File: src/hdl/i2cmbe_pkg.sv
// types, codes and phase numbers shared by the i2c master byte engine
// no dependencies; compile first
package i2cmbe_pkg;

   typedef enum logic [2:0] {
      OP_IDLE  = 3'd0,
      OP_START = 3'd1,
      OP_STOP  = 3'd2,
      OP_WRITE = 3'd3,
      OP_READ  = 3'd4
   } op_type;

   typedef logic [3:0] phase_type;

   // start sequence
   localparam phase_type ST_SCL_RELEASE = 4'd0;
   localparam phase_type ST_SDA_LOW     = 4'd1;
   localparam phase_type ST_LAST        = ST_SDA_LOW;
   // stop sequence
   localparam phase_type SP_SDA_LOW     = 4'd0;
   localparam phase_type SP_SCL_RELEASE = 4'd1;
   localparam phase_type SP_SDA_RELEASE = 4'd2;
   localparam phase_type SP_LAST        = SP_SDA_RELEASE;
   // write sequence
   localparam phase_type WR_BIT_SCL_LOW  = 4'd0;
   localparam phase_type WR_BIT_SDA      = 4'd1;
   localparam phase_type WR_BIT_SCL_HIGH = 4'd2;
   localparam phase_type WR_ACK_SCL_LOW  = 4'd3;
   localparam phase_type WR_ACK_RELEASE  = 4'd4;
   localparam phase_type WR_ACK_SCL_HIGH = 4'd5;
   localparam phase_type WR_END_SCL_LOW  = 4'd6;
   localparam phase_type WR_LAST         = WR_END_SCL_LOW;
   // read sequence
   localparam phase_type RD_BIT_SCL_LOW  = 4'd0;
   localparam phase_type RD_BIT_SCL_HIGH = 4'd1;
   localparam phase_type RD_ACK_SCL_LOW  = 4'd2;
   localparam phase_type RD_ACK_DRIVE    = 4'd3;
   localparam phase_type RD_ACK_SCL_HIGH = 4'd4;
   localparam phase_type RD_END_SCL_LOW  = 4'd5;
   localparam phase_type RD_LAST         = RD_END_SCL_LOW;

   localparam logic [3:0]  BITS_PER_BYTE     = 4'd8;
   localparam logic [15:0] PHASE_TICKS_RESET = 16'd50;

   typedef struct packed {
      logic [2:0] kind;
      logic       sda_in;
      logic [7:0] write_byte;
      logic       send_ack;
   } req_type;

   typedef struct packed {
      logic       scl_low;
      logic       sda_low;
      logic       busy_res;
      logic       done_res;
      logic [7:0] read_byte;
      logic       ack_seen;
   } rsp_type;

   typedef struct packed {
      op_type     operation;
      phase_type  phase;
      logic [3:0] bit_count;
      logic [15:0] tick_count;
      logic [7:0] shift_reg;
      logic       scl_drive;
      logic       sda_drive;
      logic       ack_flag;
      logic       ack_choice;
      logic [7:0] last_read;
   } state_type;

endpackage

File: src/hdl/i2cmbe_step.sv
// next-state and result logic for one tick of the byte engine
// depends on i2cmbe_pkg
module i2cmbe_step (
   input  i2cmbe_pkg::state_type cur,
   input  i2cmbe_pkg::req_type   req,
   input  logic [15:0]           phase_ticks,
   output i2cmbe_pkg::state_type nxt,
   output i2cmbe_pkg::rsp_type   rsp
);
   import i2cmbe_pkg::*;

   // drive change on entering a phase
   function automatic state_type enter_phase(input state_type s);
      state_type r;
      r = s;
      case (s.operation)
         OP_START: begin
            if (s.phase == ST_SCL_RELEASE) r.scl_drive = 1'b0;
            else r.sda_drive = 1'b1;
         end
         OP_STOP: begin
            if (s.phase == SP_SDA_LOW) r.sda_drive = 1'b1;
            else if (s.phase == SP_SCL_RELEASE) r.scl_drive = 1'b0;
            else r.sda_drive = 1'b0;
         end
         OP_WRITE: begin
            case (s.phase)
               WR_BIT_SCL_LOW:  r.scl_drive = 1'b1;
               WR_BIT_SDA:      r.sda_drive = ~s.shift_reg[7];
               WR_BIT_SCL_HIGH: r.scl_drive = 1'b0;
               WR_ACK_SCL_LOW:  r.scl_drive = 1'b1;
               WR_ACK_RELEASE:  r.sda_drive = 1'b0;
               WR_ACK_SCL_HIGH: r.scl_drive = 1'b0;
               default:         r.scl_drive = 1'b1;
            endcase
         end
         OP_READ: begin
            case (s.phase)
               RD_BIT_SCL_LOW: begin
                  r.scl_drive = 1'b1;
                  r.sda_drive = 1'b0;
               end
               RD_BIT_SCL_HIGH: r.scl_drive = 1'b0;
               RD_ACK_SCL_LOW:  r.scl_drive = 1'b1;
               RD_ACK_DRIVE:    r.sda_drive = s.ack_choice;
               RD_ACK_SCL_HIGH: r.scl_drive = 1'b0;
               default:         r.scl_drive = 1'b1;
            endcase
         end
         default: r = s;
      endcase
      return r;
   endfunction

   logic [15:0] limit;
   logic [3:0]  bit_inc;
   phase_type   last;
   logic        finished;
   logic        done;
   state_type   s;

   assign limit   = (phase_ticks == 16'd0) ? 16'd1 : phase_ticks;
   assign bit_inc = cur.bit_count + 4'd1;

   always_comb begin
      case (cur.operation)
         OP_START: last = ST_LAST;
         OP_STOP:  last = SP_LAST;
         OP_WRITE: last = WR_LAST;
         OP_READ:  last = RD_LAST;
         default:  last = '0;
      endcase
   end

   always_comb begin
      s        = cur;
      finished = 1'b0;
      done     = 1'b0;
      if (cur.operation == OP_IDLE) begin
         if (req.kind >= OP_START && req.kind <= OP_READ) begin
            s.operation  = op_type'(req.kind);
            s.phase      = '0;
            s.bit_count  = '0;
            s.tick_count = 16'd1;
            if (req.kind == OP_WRITE) s.shift_reg = req.write_byte;
            if (req.kind == OP_READ) begin
               s.shift_reg  = '0;
               s.ack_choice = req.send_ack;
            end
            s = enter_phase(s);
         end
      end else if (cur.tick_count >= limit) begin
         if (cur.operation == OP_WRITE && cur.phase == WR_BIT_SCL_HIGH) begin
            s.shift_reg = {cur.shift_reg[6:0], 1'b0};
            s.bit_count = bit_inc;
            s.phase     = (bit_inc >= BITS_PER_BYTE) ? WR_ACK_SCL_LOW : WR_BIT_SCL_LOW;
         end else if (cur.operation == OP_READ && cur.phase == RD_BIT_SCL_HIGH) begin
            s.shift_reg = {cur.shift_reg[6:0], req.sda_in};
            s.bit_count = bit_inc;
            s.phase     = (bit_inc >= BITS_PER_BYTE) ? RD_ACK_SCL_LOW : RD_BIT_SCL_LOW;
         end else begin
            if (cur.operation == OP_WRITE && cur.phase == WR_ACK_SCL_HIGH)
               s.ack_flag = ~req.sda_in;
            if (cur.phase >= last || cur.operation == OP_IDLE) begin
               finished = 1'b1;
               if (cur.operation == OP_READ) s.last_read = cur.shift_reg;
            end else begin
               s.phase = cur.phase + 4'd1;
            end
         end
         if (finished) begin
            s.operation  = OP_IDLE;
            s.phase      = '0;
            s.tick_count = '0;
            done         = 1'b1;
         end else begin
            s.tick_count = 16'd1;
            s = enter_phase(s);
         end
      end else begin
         s.tick_count = cur.tick_count + 16'd1;
      end
   end

   assign nxt          = s;
   assign rsp.scl_low   = s.scl_drive;
   assign rsp.sda_low   = s.sda_drive;
   assign rsp.busy_res  = (s.operation != OP_IDLE);
   assign rsp.done_res  = done;
   assign rsp.read_byte = s.last_read;
   assign rsp.ack_seen  = s.ack_flag;

endmodule

File: src/hdl/i2c_master_byte_engine.sv
// i2c master byte engine: each accepted word's result is registered as it is
// taken; throughput one word per cycle unless the receiver stalls, set by the
// single pass of step logic between the state and result registers
// reset (synchronous, active high) returns the sequencer to idle with both
// lines released, clears the flags and sets phase_ticks to 50
// depends on i2cmbe_pkg and i2cmbe_step
module i2c_master_byte_engine (
   input  logic                clock,
   input  logic                reset,
   input  logic                req_valid,
   output logic                req_ready,
   input  i2cmbe_pkg::req_type req_data,
   output logic                rsp_valid,
   input  logic                rsp_ready,
   output i2cmbe_pkg::rsp_type rsp_data,
   input  logic                csr_we,
   input  logic [15:0]         csr_wdata
);
   import i2cmbe_pkg::*;

   // sequencer state, advanced once per accepted word (one bus tick)
   state_type   state_ff;
   state_type   state_in;
   // ticks per bus phase
   logic [15:0] phase_ticks_ff;
   // result register, parts the request side from the response side
   logic        rsp_valid_ff;
   rsp_type     rsp_data_ff;
   rsp_type     rsp_data_in;
   logic        accept;

   // take a new word whenever the result slot is free or being emptied
   assign req_ready = !rsp_valid_ff || rsp_ready;
   assign accept    = req_valid && req_ready;

   i2cmbe_step u_step (
      .cur         (state_ff),
      .req         (req_data),
      .phase_ticks (phase_ticks_ff),
      .nxt         (state_in),
      .rsp         (rsp_data_in)
   );

   always_ff @(posedge clock) begin
      if (reset) begin
         // all-zero state is idle with both lines released
         state_ff           <= '0;
         phase_ticks_ff     <= PHASE_TICKS_RESET;
         rsp_valid_ff       <= 1'b0;
      end else begin
         if (csr_we) phase_ticks_ff <= csr_wdata;
         if (accept) begin
            state_ff     <= state_in;
            rsp_valid_ff <= 1'b1;
         end else if (rsp_ready) begin
            rsp_valid_ff <= 1'b0;
         end
      end
   end

   // payload only, no reset needed
   always_ff @(posedge clock) begin
      if (accept) rsp_data_ff <= rsp_data_in;
   end

   assign rsp_valid = rsp_valid_ff;
   assign rsp_data  = rsp_data_ff;

   // sequencer only moves on an accepted word
   a_state_hold: assert property (@(posedge clock) disable iff (reset)
      !accept |=> $stable(state_ff))
      else $error("sequencer state moved without a word");

   // every accepted word leaves a result waiting
   a_result_follows: assert property (@(posedge clock) disable iff (reset)
      accept |=> rsp_valid_ff)
      else $error("accepted word produced no result");

   // busy flag of a fresh result matches the sequencer state
   a_busy_match: assert property (@(posedge clock) disable iff (reset)
      accept |=> (rsp_data_ff.busy_res == (state_ff.operation != OP_IDLE)))
      else $error("busy flag disagrees with sequencer state");

   // done only on the tick the sequencer falls back to idle
   a_done_idle: assert property (@(posedge clock) disable iff (reset)
      accept |=> !(rsp_data_ff.done_res && state_ff.operation != OP_IDLE))
      else $error("done pulse while still busy");

   // phase length changes only through the register port
   a_ticks_hold: assert property (@(posedge clock) disable iff (reset)
      !csr_we |=> $stable(phase_ticks_ff))
      else $error("phase_ticks changed without a write");

endmodule

File: config.mk
export PLATFORM = sky130hd
export DESIGN_NAME = i2c_master_byte_engine
export DESIGN_NICKNAME = d
export VERILOG_FILES = /design/src/hdl/i2cmbe_pkg.sv /design/src/hdl/i2cmbe_step.sv /design/src/hdl/i2c_master_byte_engine.sv
export SDC_FILE = /design/constraint.sdc
export NUM_CORES = 1
export LEC_CHECK = 0
export ABC_AREA = 1
export BUFFER_PORTS_ARGS = -buffer_cell sky130_fd_sc_hd__buf_2
export CAP_MARGIN = 15
export CORE_MARGIN = 8
export CORE_UTILIZATION = 49
export CTS_CLUSTER_DIAMETER = 50
export DETAILED_ROUTE_END_ITERATION = 8
export PLACE_DENSITY_LB_ADDON = 0.08
export SLEW_MARGIN = 20
export SYNTH_ARGS = -nofsm -noshare
export SYNTH_HDL_FRONTEND = slang
export SYNTH_SLANG_ARGS = --single-unit
export TNS_END_PERCENT = 5
File: constraint.sdc
create_clock -name clock -period 2.8 [get_ports clock]
set_clock_uncertainty 0.15 [all_clocks]
set_input_delay 0.56 -clock clock [delete_from_list [all_inputs] [get_ports clock]]
set_output_delay 0.56 -clock clock [all_outputs]
set_load 0.01 [all_outputs]
==> run_results.csv, run 1 <==
group,metric,value,unit
critical_path,crit_required,2.75,ns
routing,drt-pass1-iter-count,6,
routing,wl_per_cell,14.1,um
timing,setup-tns-final,-0.0245,ns
finish,layout.nets,719,
routing,vias_per_cell,5.18,
min_path,min-delay-start,"csr_wdata[5]",
status,violations,"negative setup slack",
critical_path,r2r_start,"state_ff[46]",
place,dp_hpwl,8.16,mm
timing,slew_headroom,62.8,%
synthesis,synth_area_leader_cell,"dfxtp_1",
timing,min_period,2.82,ns
global_routing,grt_max_degree,26,
critical_path,reg2reg_slack,-0.02,ns
synthesis,synth_area,0.00437,mm2
floorplan,die_y,110,um
synthesis,syn_area_per_cell,7.63,um2
critical_path,critPathCaptureType,"flip-flop",
power,vdd_ir_drop_max,0.000236,V
synthesis,synth-compound-area-share,16.6,%
critical_path,worst_r2r_path_depth,18,
synthesis,synth-seq-cells,77,
global_routing,grt_pass1_wl,18.0,mm
clock_network,cts-buffers-inserted,9,
floorplan,die_x,110,um
min_path,hold_path_class,"input pin to flip-flop",
finish,layout_common_cells,"81 x inv_1, 78 x nand2_1, 62 x dfxtp_1",
floorplan,rows,34,
finish,fin_util,62.0,%
finish,syn_to_final_growth,23.2,%
routing,ant_nets,0,
clock_network,cts_tree,"done",
synthesis,synth-simple-area-share,25.6,%
clock_network,cts_root_buf,"clkbuf_8",
synthesis,synth_nets,630,
critical_path,crit_path_start_kind,"flip-flop",
critical_path,path_cells,"buf_4 > nand2_4 > inv_2 > nor2_1 > ha_1 > inv_1 > nand2_2 > a21oi_4 > nand3_2 > nand3_2 > nand2_4 > buf_4 > nor3_1 > nor2_1 > nand2_1 > nand4_1 > nand2_1 > nand2_1",
timing,rsz0062_at_grt,"yes",
routing,vias,4012,
critical_path,crit_cells,18,
timing,report.final.slew_viol_count,0,
place,place_area,0.00495,mm2
place,gp_congestion,0.871,
timing,finalHoldViolCount,0,
place,port_buffers,48,
synthesis,synth_adder_area_share,6.88,%
critical_path,slowest_stage,"dfxtp_1",
timing,tightest_slew,0.557,ns
global_routing,grt_overflow,0,
routing,drt_iter0_markers,218,
power,p_per_area,496,mW/mm2
global_routing,antenna_found_initial,0,
power,p_leak,2.53,nW
critical_path,worst-setup-path-type,"flip-flop to flip-flop",
timing,setup_slack,-0.0229,ns
synthesis,synth_seq_area_share,38.3,%
synthesis,synth_top_family_by_area,"simple AND/OR/NAND/NOR gates",
floorplan,start_util,50.3,%
routing,routed_wl,10.9,mm
synthesis,synthCells,572,
clock_network,clock_path_buffers,2,
critical_path,crit_top_cell,"nand2_1",
synthesis,ys_types,46,
clock_network,clock_sinks,77,
synthesis,yosys_warnings,0,
global_routing,track_usage,17.4,%
floorplan,core-area,0.00868,mm2
finish,final_common_cell,"inv_1",
finish,num_antenna_cells,0,
timing,setup_viol,2,
place,post-place-ws,-0.148,ns
critical_path,crit_family,"simple AND/OR/NAND/NOR gates",
floorplan,pin_count,49,
timing,period_share,101,%
finish,finalInstanceArea,0.00538,mm2
timing,fmax,354,MHz
synthesis,yosys-top-cells-area,"dfxtp_1 29%, edfxtp_1 8.9%, nand2_1 7.6%",
clock_network,htree_levels,3,
critical_path,path_max_fanout,8,
synthesis,synthXorXnorAreaFrac,3.21,%
routing,route.detailed.drc,0,
critical_path,worstPathArrival,2.77,ns
critical_path,cpPeakStageDelay,0.43,ns
status,outcome,"finished, violations left",
critical_path,path_buf_inv,4,
clock_network,clkLatencyLatePin,0.35,ns
critical_path,r2r_end,"rsp_data[12]",
synthesis,synth_top_area_share,29.3,%
finish,fillers,811,
finish,drive_above_1_share,26.1,%
critical_path,worstSetupEndpoint,"rsp_data[12]",
synthesis,synthMuxAreaShare,0.229,%
global_routing,grt_pass1_vias,3971,
clock_network,path_clk_slew,0.09,ns
floorplan,dieArea,0.0122,mm2
run,maxCapViolCount,0,
critical_path,critPathLaunch,"state_ff[46]",
worst min-delay path by stage:
stage / end / slack, ns / cells after the start
finish: phase_ticks_ff[5] / 0.27 / 3
global route: phase_ticks_ff[5] / 0.28 / 3
CTS: phase_ticks_ff[5] / 0.26 / 3
detailed placement: phase_ticks_ff[8] / 0.32 / 2
global placement: state_ff[39] / 0.32 / 2
floorplan: phase_ticks_ff[15] / 0.30 / 2
sequential cells by signal (all words and copies together) (netlist names):
name            flops
phase_ticks_ff     16
rsp_data           13
rsp_valid           1
state_ff           47
Yosys cell counts, drive strengths merged:
cell type  instances
nand4              9
nand3b             2
clkinv             1
nor3b              2
edfxtp            13
mux2i              1
buf                3
ha                24
xnor2              4
xor2              12
nor2              51
or2                3
o21ai             55
a211oi             3
a31oi              9
nor4               5
a21oi             52
o21bai             1
o21a               1
o211ai             1
nor3               7
dfxtp             64
clkbuf            13
a32oi              1
a41o               1
inv               86
o22ai              1
nand3             49
o32ai              2
and3b              1
nand2             95
metrics by stage:
stage                     hold slack, ns  power (mW)  instances
after floorplan                    0.298        1.61        572
after global routing               0.280        2.81        774
after detailed placement           0.321        1.80        748
after CTS                          0.257        2.65        770
after global placement             0.317        1.79        748
final                              0.267        2.67        774
power by group:
| part | switching (mW) | internal (mW) |
|---|---|---|
| clock network | 0.450 | 0.333 |
| registers | 0.0446 | 1.20 |
| logic | 0.386 | 0.258 |
routing by layer:
layer  GRT usage [%]  up-vias  wire (um)
li1                -     2093          -
met1            20.2     1823       4950
met2            30.6       81       5410
met3            3.84       15        401
met4            5.68        0        159
met5               0        -          0
area by class of cell:
cell class,instances,area [um2],share of cell area [%]
Tap cell,108,135,2.51
Timing Repair Buffer,94,598,11.1
Multi-Input combinational cell,392,2460,45.7
Sequential cell,77,1680,31.2
Clock inverter,7,55.1,1.02
Inverter,87,334,6.21
Clock buffer,9,124,2.30
logic make-up (layout without fill, tap and decap cells):
logic type,Yosys count,after routing
AND/OR/NAND/NOR,224,224
XOR/XNOR,16,16
flip-flops,77,77
adder cells (fa/ha/maj),24,24
buffers and inverters,103,197
multiplexers,1,1
AO/OA/AOI/OAI,127,127
worst min-delay path, stage by stage:
cell and delay (ns):
buf_2 0.08, a21oi_1 0.05, o21ai_0 0.06
timing repair:
item	4_1_cts	5_1_grt
setup buffers	7	4
hold buffers	0	0
endpoints found under the setup margin	4	27
pin swaps	16	10
gates resized for setup	19	21
No activity file was read; power rests on OpenSTA's default activity.
==> run 2, diff against run 1 <==
--- a/config.mk
+++ b/config.mk
@@ -12,7 +12,8 @@
 export CORE_UTILIZATION = 49
 export CTS_CLUSTER_DIAMETER = 50
 export DETAILED_ROUTE_END_ITERATION = 8
-export PLACE_DENSITY_LB_ADDON = 0.08
+export GPL_TIMING_DRIVEN = 0
+export PLACE_DENSITY = 0.71
 export SLEW_MARGIN = 20
 export SYNTH_ARGS = -nofsm -noshare
 export SYNTH_HDL_FRONTEND = slang
==> run_results.csv, run 2 (synthesis gave the netlist of run 1 again) <==
group,metric,value,unit
routing,drt_iter0_markers,158,
power,p_leak,2.41,nW
power,p_per_area,491,mW/mm2
place,port_buffers,47,
timing,min_period,2.82,ns
timing,setup_slack,-0.0204,ns
floorplan,core-area,0.00868,mm2
global_routing,track_usage,17.6,%
floorplan,dieArea,0.0122,mm2
place,dp_hpwl,8.13,mm
global_routing,grt_pass1_vias,3985,
critical_path,crit_required,2.95,ns
critical_path,critPathCaptureType,"flip-flop",
clock_network,cts-buffers-inserted,9,
finish,syn_to_final_growth,20.3,%
critical_path,worst-setup-path-type,"flip-flop to flip-flop",
finish,drive_above_1_share,23.6,%
clock_network,cts_tree,"done",
clock_network,clock_sinks,77,
finish,fin_util,60.6,%
timing,slew_headroom,52.9,%
status,violations,"negative setup slack",
clock_network,cts_root_buf,"clkbuf_8",
run,maxCapViolCount,0,
routing,ant_nets,0,
min_path,hold_path_class,"input pin to flip-flop",
routing,wl_per_cell,14.3,um
routing,drt-pass1-iter-count,5,
finish,num_antenna_cells,0,
clock_network,clock_path_buffers,2,
floorplan,rows,34,
timing,report.final.slew_viol_count,0,
timing,setup_viol,2,
timing,fmax,355,MHz
routing,route.detailed.drc,0,
place,dp.cells,727,
critical_path,worstPathArrival,2.97,ns
finish,final_common_cell,"nand2_1",
status,outcome,"finished, violations left",
finish,layout_common_cells,"78 x nand2_1, 76 x inv_1, 59 x dfxtp_1",
global_routing,grt_max_degree,22,
global_routing,grt_overflow,0,
floorplan,pin_count,49,
clock_network,clkLatencyLatePin,0.34,ns
finish,final_cells,760,
timing,rsz0062_at_grt,"yes",
routing,routed_wl,10.9,mm
clock_network,htree_levels,3,
finish,layout.nets,705,
finish,top_register,"state_ff",
floorplan,die_y,110,um
critical_path,path_max_fanout,8,
timing,tightest_slew,0.702,ns
floorplan,die_x,110,um
routing,vias,4072,
floorplan,start_util,50.3,%
critical_path,crit_path_start_kind,"flip-flop",
global_routing,grt_pass1_wl,18.6,mm
timing,finalHoldViolCount,0,
routing,vias_per_cell,5.36,
finish,largest_reg_flops,47,
power,vdd_ir_drop_max,0.000284,V
timing,period_share,101,%
clock_network,path_clk_slew,0.08,ns
global_routing,antenna_found_initial,0,
place,gp_congestion,0.897,
[run 2: changes by cell type in the layout (fill, tap and decap cells not counted), moves of 4 or more]
cell	change
buf_4	-30
clkbuf_1	+14
inv_1	-5
o21ai_0	-4
[run 2: path summary, 6_finish.rpt]
kind / to / slack [ns] / cells past startpoint / from
max: state_ff[10] / -0.02 / 22 / state_ff[44]
min: phase_ticks_ff[4] / 0.28 / 3 / csr_wdata[4]
max reg2reg: state_ff[10] / -0.02 / 22 / state_ff[44]
min reg2reg: phase_ticks_ff[7] / 0.33 / 2 / phase_ticks_ff[7]
[run 2: metrics by stage]
step                      cell area (um2)  total power, mW  hold WS, ns  setup WS (ns)  TNS [ns]
after floorplan                      4370             1.61        0.298         0.0998         0
after global placement               4740             1.74        0.316         -0.297     -5.32
after detailed placement             4740             1.76        0.323         -0.352     -6.40
after CTS                            5000             2.48        0.271       0.000570         0
after global routing                 5260             2.73        0.289         -0.184    -0.843
final                                5260             2.58        0.283        -0.0204   -0.0356
[run 2: layer usage]
metal	wire, um	GRT usage (%)	vias to the layer above
met3	533	4.38	6
met1	4730	21.2	1882
met2	5550	30.7	110
met5	0	0	-
li1	-	-	2074
met4	90	4.14	0
[run 2: area by class of cell]
| cell class | instances | area, um2 |
|---|---|---|
| inverters | 87 | 343 |
| flip-flops and latches | 77 | 1690 |
| well taps | 108 | 135 |
| plain buffers | 16 | 77.6 |
| multi-input cells | 392 | 2480 |
| repair buffers | 64 | 379 |
| clock inverters | 5 | 27.5 |
| clock buffers | 11 | 131 |
| fillers | 811 | 3420 |
[run 2: critical path: stages, from the launching register on]
cell and delay (ns):
dfxtp_4 0.41, inv_4 0.04, nor3_4 0.20, inv_2 0.07, nand2_2 0.09, ha_4 0.20, inv_2 0.04, nand2_1 0.04
nand2_1 0.07, nand2_2 0.07, nand2_4 0.14, nand2_4 0.10, buf_4 0.14, inv_1 0.10, nor2_4 0.05, inv_1 0.10
nand3_1 0.14, inv_1 0.11, o21ai_0 0.09, o21bai_2 0.22, nand3_1 0.08, nand2_1 0.07, inv_1 0.05
[run 2: repair_timing]
item | 4_1_cts | 5_1_grt
setup endpoints to repair | 43 | 38
gates resized for setup | 22 | 42
pin swaps | 4 | 21
buffers inserted | 5 | 12
endpoints found under the hold margin | 0 | 0
hold buffers | 0 | 0
[run 2: power breakdown]
group | switching (mW) | internal, mW | total (mW)
clock | 0.389 | 0.316 | 0.705
sequential | 0.0482 | 1.20 | 1.24
combinational | 0.390 | 0.242 | 0.632
